### config.mk
export PLATFORM = sky130hd
export DESIGN_NAME = quadratic_bezier_flattener_top
export DESIGN_NICKNAME = d
export VERILOG_FILES = /design/src/hw/rtl/qbf_pkg.sv /design/src/hw/rtl/qbf_lerp.sv /design/src/hw/rtl/qbf_ctrl.sv /design/src/hw/rtl/quadratic_bezier_flattener_top.sv
export SDC_FILE = /design/constraint.sdc
export NUM_CORES = 2
export LEC_CHECK = 0
export BUFFER_PORTS_ARGS = -buffer_cell sky130_fd_sc_hd__buf_4
export CAP_MARGIN = 30
export CORE_MARGIN = 4
export CORE_UTILIZATION = 45
export CTS_CLUSTER_DIAMETER = 50
export DETAILED_ROUTE_END_ITERATION = 6
export SLEW_MARGIN = 20
export SYNTH_ARGS = -nofsm -noshare
export SYNTH_HDL_FRONTEND = slang
export SYNTH_SLANG_ARGS = --single-unit
### constraint.sdc
create_clock -name clk -period 15.8 [get_ports clk]
set_input_delay 1.58 -clock clk [delete_from_list [all_inputs] [get_ports clk]]
set_output_delay 1.58 -clock clk [all_outputs]
set_load 0.02 [all_outputs]
### src/hw/rtl/qbf_pkg.sv
// ----------------------------------------------------------------------------
// qbf_pkg
// Shared types and constants of the quadratic Bezier flattener.
// ----------------------------------------------------------------------------
`default_nettype none

package qbf_pkg;

	localparam int unsigned COORD_W      = 24;
	localparam int unsigned T_W          = 17;   // Q0.16 plus one integer bit for 1.0
	localparam int unsigned STEP_W       = 16;
	localparam int unsigned SEG_W        = 7;
	localparam int unsigned CFG_ADDR_W   = 2;
	localparam int unsigned MAX_SEGMENTS = 64;

	localparam logic [T_W-1:0] T_ONE = T_W'(65536);

	localparam logic signed [COORD_W-1:0] COORD_MAX = 24'sh7FFFFF;
	localparam logic signed [COORD_W-1:0] COORD_MIN = 24'sh800000;

	localparam logic [SEG_W-1:0]  SEGMENTS_RESET = SEG_W'(20);
	localparam logic [STEP_W-1:0] T_STEP_RESET   = STEP_W'(3277);

	// Configuration register indexes
	localparam logic [CFG_ADDR_W-1:0] REG_SEGMENTS = 2'd0;
	localparam logic [CFG_ADDR_W-1:0] REG_T_STEP   = 2'd1;

	// Input word kinds
	localparam logic CMD_POINT = 1'b0;
	localparam logic CMD_CURVE = 1'b1;

	typedef logic signed [COORD_W-1:0] coord_t;

	// Interpolation steps of one vertex, issued in this order
	typedef enum logic [2:0] {
		OP_D1X = 3'd0,
		OP_D2X = 3'd1,
		OP_VX  = 3'd2,
		OP_D1Y = 3'd3,
		OP_D2Y = 3'd4,
		OP_VY  = 3'd5
	} op_t;

	typedef enum logic [1:0] {
		ST_IDLE,
		ST_ISSUE,
		ST_WAIT,
		ST_PUT
	} state_t;

	typedef struct packed {
		logic             start;
		coord_t           a;
		coord_t           b;
		logic [T_W-1:0]   t;
	} lerp_req_t;

	typedef struct packed {
		logic   done;
		coord_t y;
	} lerp_rsp_t;

endpackage

`default_nettype wire

### src/hw/rtl/qbf_lerp.sv
// ----------------------------------------------------------------------------
// qbf_lerp
// Shared interpolation unit: y = sat(a + floor((b - a) * t / 65536)).
// ----------------------------------------------------------------------------
`default_nettype none

module qbf_lerp (
	input  wire                   clk,
	input  wire                   arst_n,
	input  qbf_pkg::lerp_req_t    req,
	output qbf_pkg::lerp_rsp_t    rsp
);
	import qbf_pkg::*;

	logic                      v_s1, v_s2, v_s3;
	logic signed [COORD_W:0]   diff_s1;
	coord_t                    a_s1, a_s2;
	logic [T_W-1:0]            t_s1;
	logic signed [COORD_W+T_W+1:0] prod_s2;
	coord_t                    y_s3;

	logic signed [COORD_W+T_W-15:0] prod_sh;
	logic signed [COORD_W+T_W-14:0] sum;
	coord_t                    y_sat;

	always_ff @(posedge clk or negedge arst_n) begin
		if (!arst_n) begin
			v_s1 <= 1'b0;
			v_s2 <= 1'b0;
			v_s3 <= 1'b0;
		end else begin
			v_s1 <= req.start;
			v_s2 <= v_s1;
			v_s3 <= v_s2;
		end
	end

	// difference, then product, then shift, add and clamp
	always_ff @(posedge clk) begin
		diff_s1 <= (COORD_W+1)'(req.b) - (COORD_W+1)'(req.a);
		a_s1    <= req.a;
		t_s1    <= req.t;
		prod_s2 <= (COORD_W+T_W+2)'(diff_s1) * (COORD_W+T_W+2)'($signed({1'b0, t_s1}));
		a_s2    <= a_s1;
		y_s3    <= y_sat;
	end

	always_comb begin
		prod_sh = (COORD_W+T_W-14)'(prod_s2 >>> 16);
		sum     = (COORD_W+T_W-13)'(a_s2) + (COORD_W+T_W-13)'(prod_sh);
		if (sum > (COORD_W+T_W-13)'(COORD_MAX))
			y_sat = COORD_MAX;
		else if (sum < (COORD_W+T_W-13)'(COORD_MIN))
			y_sat = COORD_MIN;
		else
			y_sat = sum[COORD_W-1:0];
	end

	assign rsp.done = v_s3;
	assign rsp.y    = y_s3;

endmodule

`default_nettype wire

### src/hw/rtl/qbf_ctrl.sv
// ----------------------------------------------------------------------------
// qbf_ctrl
// Sequencer: steps the interpolation unit through each vertex, drives the output register.
// ----------------------------------------------------------------------------
`default_nettype none

module qbf_ctrl (
	input  wire                          clk,
	input  wire                          arst_n,
	input  wire  [qbf_pkg::SEG_W-1:0]    seg_eff,
	input  wire  [qbf_pkg::STEP_W-1:0]   t_step,
	input  wire                          s_tvalid,
	output logic                         s_tready,
	input  wire  [4*qbf_pkg::COORD_W-1:0] s_tdata,
	input  wire                          s_tuser,
	output logic                         m_tvalid,
	input  wire                          m_tready,
	output logic [2*qbf_pkg::COORD_W-1:0] m_tdata,
	output logic                         m_tlast,
	output qbf_pkg::lerp_req_t           lreq,
	input  qbf_pkg::lerp_rsp_t           lrsp
);
	import qbf_pkg::*;

	state_t state_q, state_d;
	op_t    op_q;
	logic [SEG_W-1:0] k_q;
	logic [T_W-1:0]   t_q;
	logic             fin_q;
	logic             out_valid_q;
	coord_t pen_x_q, pen_y_q, cx_q, cy_q, ex_q, ey_q;
	coord_t d1_q, d2_q, vx_q, vy_q, out_x_q, out_y_q;
	logic             out_last_q;

	logic             in_fire, put_fire, has_interior, more;
	logic [T_W:0]     t_sum;
	logic [T_W-1:0]   t_next;

	assign in_fire      = s_tvalid && s_tready;
	assign put_fire     = (state_q == ST_PUT) && (!out_valid_q || m_tready);
	assign has_interior = (s_tuser == CMD_CURVE) && (seg_eff >= SEG_W'(2));
	assign more         = (k_q + SEG_W'(1)) < seg_eff;
	assign t_sum        = (T_W+1)'(t_q) + (T_W+1)'(t_step);
	assign t_next       = (t_sum > (T_W+1)'(T_ONE)) ? T_ONE : t_sum[T_W-1:0];

	always_ff @(posedge clk or negedge arst_n) begin
		if (!arst_n) begin
			state_q     <= ST_IDLE;
			out_valid_q <= 1'b0;
			pen_x_q     <= '0;
			pen_y_q     <= '0;
		end else begin
			state_q <= state_d;
			if (put_fire)
				out_valid_q <= 1'b1;
			else if (m_tready)
				out_valid_q <= 1'b0;
			if (put_fire && fin_q) begin
				pen_x_q <= ex_q;
				pen_y_q <= ey_q;
			end
		end
	end

	always_ff @(posedge clk) begin
		if (in_fire) begin
			cx_q  <= s_tdata[COORD_W-1:0];
			cy_q  <= s_tdata[2*COORD_W-1:COORD_W];
			ex_q  <= s_tdata[3*COORD_W-1:2*COORD_W];
			ey_q  <= s_tdata[4*COORD_W-1:3*COORD_W];
			k_q   <= SEG_W'(1);
			t_q   <= T_W'(t_step);
			op_q  <= OP_D1X;
			fin_q <= !has_interior;
		end
		if (state_q == ST_WAIT && lrsp.done) begin
			unique case (op_q)
				OP_D1X, OP_D1Y: d1_q <= lrsp.y;
				OP_D2X, OP_D2Y: d2_q <= lrsp.y;
				OP_VX:          vx_q <= lrsp.y;
				OP_VY:          vy_q <= lrsp.y;
				default:        d1_q <= lrsp.y;
			endcase
			if (op_q != OP_VY)
				op_q <= op_t'(op_q + 3'd1);
		end
		if (put_fire) begin
			out_x_q    <= fin_q ? ex_q : vx_q;
			out_y_q    <= fin_q ? ey_q : vy_q;
			out_last_q <= fin_q;
			if (!fin_q) begin
				k_q   <= k_q + SEG_W'(1);
				t_q   <= t_next;
				op_q  <= OP_D1X;
				fin_q <= !more;
			end
		end
	end

	always_comb begin
		state_d    = state_q;
		s_tready   = 1'b0;
		lreq.start = 1'b0;
		lreq.t     = t_q;
		lreq.a     = pen_x_q;
		lreq.b     = cx_q;
		unique case (op_q)
			OP_D1X: begin lreq.a = pen_x_q; lreq.b = cx_q; end
			OP_D2X: begin lreq.a = cx_q;    lreq.b = ex_q; end
			OP_D1Y: begin lreq.a = pen_y_q; lreq.b = cy_q; end
			OP_D2Y: begin lreq.a = cy_q;    lreq.b = ey_q; end
			OP_VX, OP_VY: begin lreq.a = d1_q; lreq.b = d2_q; end
			default: begin lreq.a = d1_q; lreq.b = d2_q; end
		endcase
		unique case (state_q)
			ST_IDLE: begin
				s_tready = 1'b1;
				if (s_tvalid)
					state_d = has_interior ? ST_ISSUE : ST_PUT;
			end
			ST_ISSUE: begin
				lreq.start = 1'b1;
				state_d    = ST_WAIT;
			end
			ST_WAIT: begin
				if (lrsp.done)
					state_d = (op_q == OP_VY) ? ST_PUT : ST_ISSUE;
			end
			ST_PUT: begin
				// after the last interior vertex the anchor goes out directly
				if (put_fire)
					state_d = fin_q ? ST_IDLE : (more ? ST_ISSUE : ST_PUT);
			end
			default: state_d = ST_IDLE;
		endcase
	end

	assign m_tvalid = out_valid_q;
	assign m_tdata  = {out_y_q, out_x_q};
	assign m_tlast  = out_last_q;

endmodule

`default_nettype wire

### src/hw/rtl/quadratic_bezier_flattener_top.sv
// ----------------------------------------------------------------------------
// quadratic_bezier_flattener_top
// Flattens quadratic Bezier curves into a stream of polyline vertices.
// ----------------------------------------------------------------------------
// A point word (tuser = 0) moves the pen to (end_x, end_y) and emits that
// point with tlast set. A curve word (tuser = 1) runs from the pen point
// through the control point to the anchor: it emits segments-1 interior
// vertices at t = k * t_step (t clamped to 1.0), then the anchor with tlast
// set, and the anchor becomes the new pen point. Coordinates are signed
// Q16.8; t_step is Q0.16. segments above 64 acts as 64; 0 or 1 emits only
// the anchor. Each interior vertex takes six interpolations, issued one at
// a time on one shared three-stage multiply unit, then a hand-off to the
// output register. The input is taken only while the sequencer is idle; a
// finished vertex waits in the output register while the next one is being
// computed.
// Write configuration only while the block is idle.
// ----------------------------------------------------------------------------
`default_nettype none

module quadratic_bezier_flattener_top (
	input  wire                               clk,
	input  wire                               arst_n,
	// configuration write port
	input  wire                               cfg_we,
	input  wire  [qbf_pkg::CFG_ADDR_W-1:0]    cfg_addr,
	input  wire  [qbf_pkg::STEP_W-1:0]        cfg_wdata,
	// input stream
	input  wire                               s_tvalid,
	output logic                              s_tready,
	input  wire  [4*qbf_pkg::COORD_W-1:0]     s_tdata,   // ctrl_x, ctrl_y, end_x, end_y
	input  wire  [0:0]                        s_tuser,   // cmd
	// vertex stream
	output logic                              m_tvalid,
	input  wire                               m_tready,
	output logic [2*qbf_pkg::COORD_W-1:0]     m_tdata,   // vert_x, vert_y
	output logic                              m_tlast
);
	import qbf_pkg::*;

	logic [SEG_W-1:0]  segments_q;
	logic [STEP_W-1:0] t_step_q;
	logic [SEG_W-1:0]  seg_eff;
	lerp_req_t         lreq;
	lerp_rsp_t         lrsp;

	// Register file: indexes past the list are dropped.
	always_ff @(posedge clk or negedge arst_n) begin
		if (!arst_n) begin
			segments_q <= SEGMENTS_RESET;
			t_step_q   <= T_STEP_RESET;
		end else if (cfg_we) begin
			if (cfg_addr == REG_SEGMENTS)
				segments_q <= cfg_wdata[SEG_W-1:0];
			else if (cfg_addr == REG_T_STEP)
				t_step_q <= cfg_wdata;
		end
	end

	// Clamp the segment count to the supported maximum.
	assign seg_eff = (segments_q > SEG_W'(MAX_SEGMENTS)) ? SEG_W'(MAX_SEGMENTS) : segments_q;

	qbf_ctrl u_ctrl (
		.clk      (clk),
		.arst_n   (arst_n),
		.seg_eff  (seg_eff),
		.t_step   (t_step_q),
		.s_tvalid (s_tvalid),
		.s_tready (s_tready),
		.s_tdata  (s_tdata),
		.s_tuser  (s_tuser[0]),
		.m_tvalid (m_tvalid),
		.m_tready (m_tready),
		.m_tdata  (m_tdata),
		.m_tlast  (m_tlast),
		.lreq     (lreq),
		.lrsp     (lrsp)
	);

	qbf_lerp u_lerp (
		.clk    (clk),
		.arst_n (arst_n),
		.req    (lreq),
		.rsp    (lrsp)
	);

endmodule

`default_nettype wire
# Word-level counts from Yosys, hierarchy flattened
# Index checks and enable logic that the tools add are counted.
# totals
word_cells,111
register_bits,503
# classes
n_addsub,5
eq_ne,13
n_mux,32
bitwise_logic,2
n_lt_le_gt_ge,6
mul,1
n_reduce_logical,22
# op_table
operator,n
$pmux 48 s4,1
$mux 24,3
$mux 17,4
$mul 25x18->43,1
$add 24x27->28,1
$gt 28x24->1 const B,1
$lt 28x24->1 const B,1
$mux 7,4
$sub 24x24->25,1
$add 17x16->18,1
$gt 18x17->1 const B,1
$mux 3,5
$mux 2,7
$reduce_and 2->1,5
$pmux 2 s4,1
$add 7x1->7 const B,1
$ge 7x2->1 const B,1
$gt 7x7->1 const B,1
$lt 7x7->1,1
$mux 1,7
$eq 3x2->1 const B,2
$eq 3x3->1 const B,2
$reduce_and 3->1,2
$logic_and 1x1->1,5
other kinds (15),22

# Logic depth before layout (Yosys ltp)
# depth
depth_word,8
depth_mapped,25
ltp_nobuf,24

# Cells and area by module
# Synthesis repeated with hierarchy kept, for this count alone.
# unflattened
cells_unflattened,3227
area_unflattened_um2,35387.7
# modules_own_cells
mod,cells_per_inst,instances,seq_area_each_um2,area_per_inst_um2
qbf_lerp,2214,1,2897.8,20586.0
qbf_ctrl,957,1,9073.7,13827.0
quadratic_bezier_flattener_top,56,1,586.8,974.7

# Least setup slack after synthesis
# No wires, ideal clock.
# synth_path
path_kind,register -> register
from,register u_lerp.diff_s1[24]
to,register u_lerp.prod_s2[42]
setup_ns,0.072
arrival_time_ns,6.153
path_buffers,2
stages_incl_launch_ff,23
path_slack_ns,9.575
path_cell_list,dfxtp_1 > clkbuf_1 > clkbuf_1 > nand2_1 > fa_1 > fa_1 > inv_1 > fa_1 > fa_1 > fa_1 > inv_1 > fa_1 > inv_1 > ha_1 > a21oi_1 > inv_1 > a21oi_1 > o21ai_0 > a21o_1 > a41oi_1 > o211ai_1 > a31oi_1 > xnor2_1
# synth_between
elab_chain_len,1
# synth_rtl
item,line_no,rtl
from (decl),qbf_lerp.sv:16,logic signed [COORD_W:0] diff_s1;
from (signal assigned),qbf_lerp.sv:40,diff_s1 <= (COORD_W+1)'(req.b) - (COORD_W+1)'(req.a);
$mul 25x18->43,qbf_lerp.sv:43,"prod_s2 <= (COORD_W+T_W+2)'(diff_s1) * (COORD_W+T_W+2)'($signed({1'b0, t_s1}));"
to (signal assigned),qbf_lerp.sv:43,
to (decl),qbf_lerp.sv:19,logic signed [COORD_W+T_W+1:0] prod_s2;
# Every way passes these cells.
# A chain may end at the register's enable or synchronous reset.

# Final worst setup path
# layout_path
from,register u_lerp.t_s1[3]
to,register u_lerp.prod_s2[42]
# layout_between
elab_chain_len,1
# layout_rtl
item,line_no,rtl
from (decl),qbf_lerp.sv:18,logic [T_W-1:0] t_s1;
from (signal assigned),qbf_lerp.sv:42,t_s1 <= req.t;
$mul 25x18->43,qbf_lerp.sv:43,
# Every way passes these cells.

==> impl_metrics.sql <==
INSERT INTO impl_metrics (metric_group, metric, value, unit) VALUES
('place', 'port_buffers', '170', ''),
('floorplanning', 'floorplan.initialDensity', '45.8', '%'),
('sta', 'timing.clock.skew', '0.0276', 'ns'),
('global_route', 'grt_pass1_vias', '25700', ''),
('cells_and_area', 'largest_register_ffs', '27', ''),
('clock_network', 'clock_path_buffers', '3', ''),
('synth', 'yosysSeqAreaShare', '35.9', '%'),
('floorplanning', 'placementRows', '101', ''),
('synth', 'ys_seq_elements', '487', ''),
('global_route', 'grt_overflow_total', '0', ''),
('synth', 'synthArstFlopShare', '15.8', '%'),
('cells_and_area', 'nNetsFinal', '4029', ''),
('critical_path', 'path_class', 'reg -> reg', ''),
('clock_network', 'cts_hold_buffers', '0', ''),
('cells_and_area', 'area.sequential', '12600', 'µm²'),
('power_and_ir_drop', 'power.share.combinational', '3.3', '%'),
('sta', 'setup_viol_count_final', '0', ''),
('power_and_ir_drop', 'power.share.switching', '21.3', '%'),
('drt', 'routed_wire_length_per_instance', '19.6', 'µm'),
('clock_network', 'clock_latency', '0.58', 'ns'),
('clock_network', 'clock_tree.htree_level_count', '2', ''),
('sta', 'period_needed', '7.10', 'ns'),
('cells_and_area', 'mostFrequentLayoutCells', '561 x sky130_fd_sc_hd__inv_1, 417 x sky130_fd_sc_hd__fa_1, 286 x sky130_fd_sc_hd__nand2_1', ''),
('flow_run', 'max_cap_violations', '0', ''),
('cells_and_area', 'filler_cell_count', '6766', ''),
('synth', 'synth_cell_type_count', '78', ''),
('cells_and_area', 'layout_commonest_cell', 'sky130_fd_sc_hd__inv_1', ''),
('power_and_ir_drop', 'power.clock.fraction', '44.2', '%'),
('cells_and_area', 'final_cells', '4386', ''),
('power_and_ir_drop', 'internal-power', '2.02', 'mW'),
('place', 'dp_hpwl', '65.7', 'mm'),
('power_and_ir_drop', 'areal_power_density_over_the_cells', '65.9', 'nW/µm²'),
('floorplanning', 'dieHeight', '287', 'µm'),
('critical_path', 'path_max_fanout', '25', ''),
('clock_network', 'cts_tree', 'done', ''),
('sta', 'min_period_over_period', '44.9', '%'),
('cells_and_area', 'areaGrowthSynthToFinish', '11.5', '%'),
('clock_network', 'post-cts-setup-buffers', '0', ''),
('sta', 'fin_setup_tns', '0', 'ns'),
('run_status', 'status', 'finished, final reports clean', ''),
('drt', 'drt_first_pass_iters', '6', ''),
('power_and_ir_drop', 'fin_total_pwr', '2.57', 'mW'),
('drt', 'drt.antenna.violating_nets', '0', ''),
('power_and_ir_drop', 'sequentialPowerShare', '52.5', '%'),
('synth', 'synth_edf_count', '241', ''),
('drt', 'remaining_drc_errors', '0', ''),
('power_and_ir_drop', 'netSwitchingPower', '0.547', 'mW'),
('clock_network', 'postCtsResizedCells', '0', ''),
('critical_path', 'worstSetupStartpointType', 'register', ''),
('clock_network', 'number_of_sinks_driven_by_the_clock_tree', '487', ''),
('sta', 'fmaxAchievable', '0.141', 'GHz'),
('floorplanning', 'ios', '171', ''),
('critical_path', 'reg2reg_from', 'u_lerp.t_s1[3]$_DFF_P_', ''),
('critical_path', 'worst_setup_path_end_kind', 'register', ''),
('sta', 'relSlewSlack', '37.3', '%'),
('critical_path', 'cp_data_required_time', '16.29', 'ns'),
('synth', 'netlist_instances', '3177', ''),
('worst_hold_path', 'hold_path_class', 'reg -> reg', ''),
('cells_and_area', 'layout_top_registers', 'u_lerp.prod_s2 (27), u_lerp.diff_s1 (25)', ''),
('sta', 'timing_worst_slew_pin_value', '0.939', 'ns'),
('critical_path', 'arrival', '7.59', 'ns'),
('synth', 'synth_fp_nets', '3894', ''),
('cells_and_area', 'max_flop_register', 'u_lerp.prod_s2', ''),
('global_route', 'grt_usage', '21.4', '%'),
('critical_path', 'crit_path_start', 'u_lerp.t_s1[3]$_DFF_P_', ''),
('floorplanning', 'die_x', '287', 'µm'),
('sta', 'rsz0062_at_grt', 'no', ''),
('global_route', 'pin_count_of_the_biggest_net_entering_global_routing', '71', ''),
('synth', 'synthesis.yosys.warnings', '0', ''),
('drt', 'num_vias', '23200', ''),
('place', 'gp_routability_congestion', '0.862', '');
[power groups by stage]
stage	sequential (mW)	combinational, mW	clock [mW]
floorplan	1.37	0.0482	0
global placement	1.38	0.0837	0
detailed placement	1.38	0.0858	0
CTS	1.35	0.0864	1.17
global route	1.35	0.0946	1.22
finish	1.35	0.0856	1.14
[stage by stage]
step	area (µm²)	utilization (%)	setup WS, ns	hold WS [ns]
floorplan	35000	-	9.57	0.310
global placement	37400	48.9	8.94	0.314
detailed placement	37400	48.9	8.78	0.312
CTS	39000	51.0	8.72	0.325
global route	39000	51.0	8.37	0.332
finish	39000	51.0	8.70	0.324
[area by class of cell]
| class | count | area share (%) |
|---|---|---|
| Clock buffer | 74 | 3.59 |
| Timing Repair Buffer | 207 | 4.08 |
| Tap cell | 1030 | 3.30 |
| Inverter | 562 | 5.41 |
| Antenna cell | 2 | 0.0128 |
| Sequential cell | 487 | 32.2 |
| Multi-Input combinational cell | 2004 | 51.0 |
| Clock inverter | 20 | 0.449 |
[per-layer routing]
metal	part of all wire, %	routed length, µm	track usage (%)
met3	4.6	3930	2.69
met2	48	41200	35.3
met5	0	0	0
met4	2.9	2530	6.73
met1	45	38500	29.7
[synthesized netlist by cell type (all sizes together), types with 3 or more instances]
cell type / n / area share [%]
dfstp: 9 / 0.68
a21o: 49 / 1.1
mux2: 166 / 5.3
ha: 180 / 6.4
nor4: 3 / 0.054
nand2b: 13 / 0.23
a31oi: 9 / 0.16
dfrtp: 68 / 4.9
clkbuf: 111 / 1.2
or2: 3 / 0.054
buf: 13 / 0.23
o31ai: 5 / 0.15
xor2: 36 / 0.90
o21ai: 54 / 0.90
nand3b: 3 / 0.064
a211o: 5 / 0.13
or4: 5 / 0.12
nand3: 32 / 0.52
nand4: 7 / 0.13
a21oi: 113 / 1.7
o211ai: 10 / 0.21
and2: 218 / 3.9
o22ai: 16 / 0.29
inv: 562 / 6.0
fa: 417 / 24
mux2i: 17 / 0.49
nor3: 24 / 0.34
xnor2: 55 / 1.4
a222oi: 48 / 1.4
and3: 12 / 0.21
a221oi: 3 / 0.075
dfxtp: 169 / 9.7
edfxtp: 241 / 21
a211oi: 12 / 0.26
o21a: 23 / 0.49
nor2: 111 / 1.2
o21bai: 11 / 0.24
nor2b: 21 / 0.38
nand2: 287 / 3.1
[critical path, cell delays in order (launching register included)]
cell	delay, ns
sky130_fd_sc_hd__dfxtp_1	0.93
sky130_fd_sc_hd__nand2_1	0.30
sky130_fd_sc_hd__fa_1	0.72
sky130_fd_sc_hd__fa_1	0.78
sky130_fd_sc_hd__inv_1	0.19
sky130_fd_sc_hd__fa_1	0.49
sky130_fd_sc_hd__fa_1	0.52
sky130_fd_sc_hd__fa_1	0.50
sky130_fd_sc_hd__inv_1	0.05
sky130_fd_sc_hd__fa_1	0.48
sky130_fd_sc_hd__inv_1	0.04
sky130_fd_sc_hd__ha_1	0.33
sky130_fd_sc_hd__a21oi_1	0.22
sky130_fd_sc_hd__inv_1	0.08
sky130_fd_sc_hd__a21oi_1	0.16
sky130_fd_sc_hd__o21ai_0	0.12
sky130_fd_sc_hd__a21o_1	0.19
sky130_fd_sc_hd__a41oi_1	0.36
sky130_fd_sc_hd__o211ai_1	0.19
sky130_fd_sc_hd__a31oi_1	0.23
sky130_fd_sc_hd__xnor2_1	0.14
[cells by family after synthesis]
group	count (synthesis)	synth area share, %
mux	183	5.83
fa+ha+maj	597	30.3
xor+xnor	91	2.30
simple gates	746	10.4
buf+inv	686	7.45
flops	487	35.9
compound gates	387	7.81
[worst paths after layout]
path,depth (start not counted),slack (ns),endpoint
worst max-delay path,20,8.70,u_lerp.prod_s2[42]$_DFF_P_
worst min-delay path,0,0.32,u_lerp.a_s2[0]$_DFF_P_
worst max register to register,20,8.70,u_lerp.prod_s2[42]$_DFF_P_
worst min register to register,0,0.32,u_lerp.a_s2[0]$_DFF_P_
max in group asynchronous,2,13.80,u_ctrl.pen_y_q[0]$_DFFE_PN0P_
min in group asynchronous,1,0.95,segments_q[0]$_DFFE_PN0P_
No activity file was read; power rests on OpenSTA's default activity.
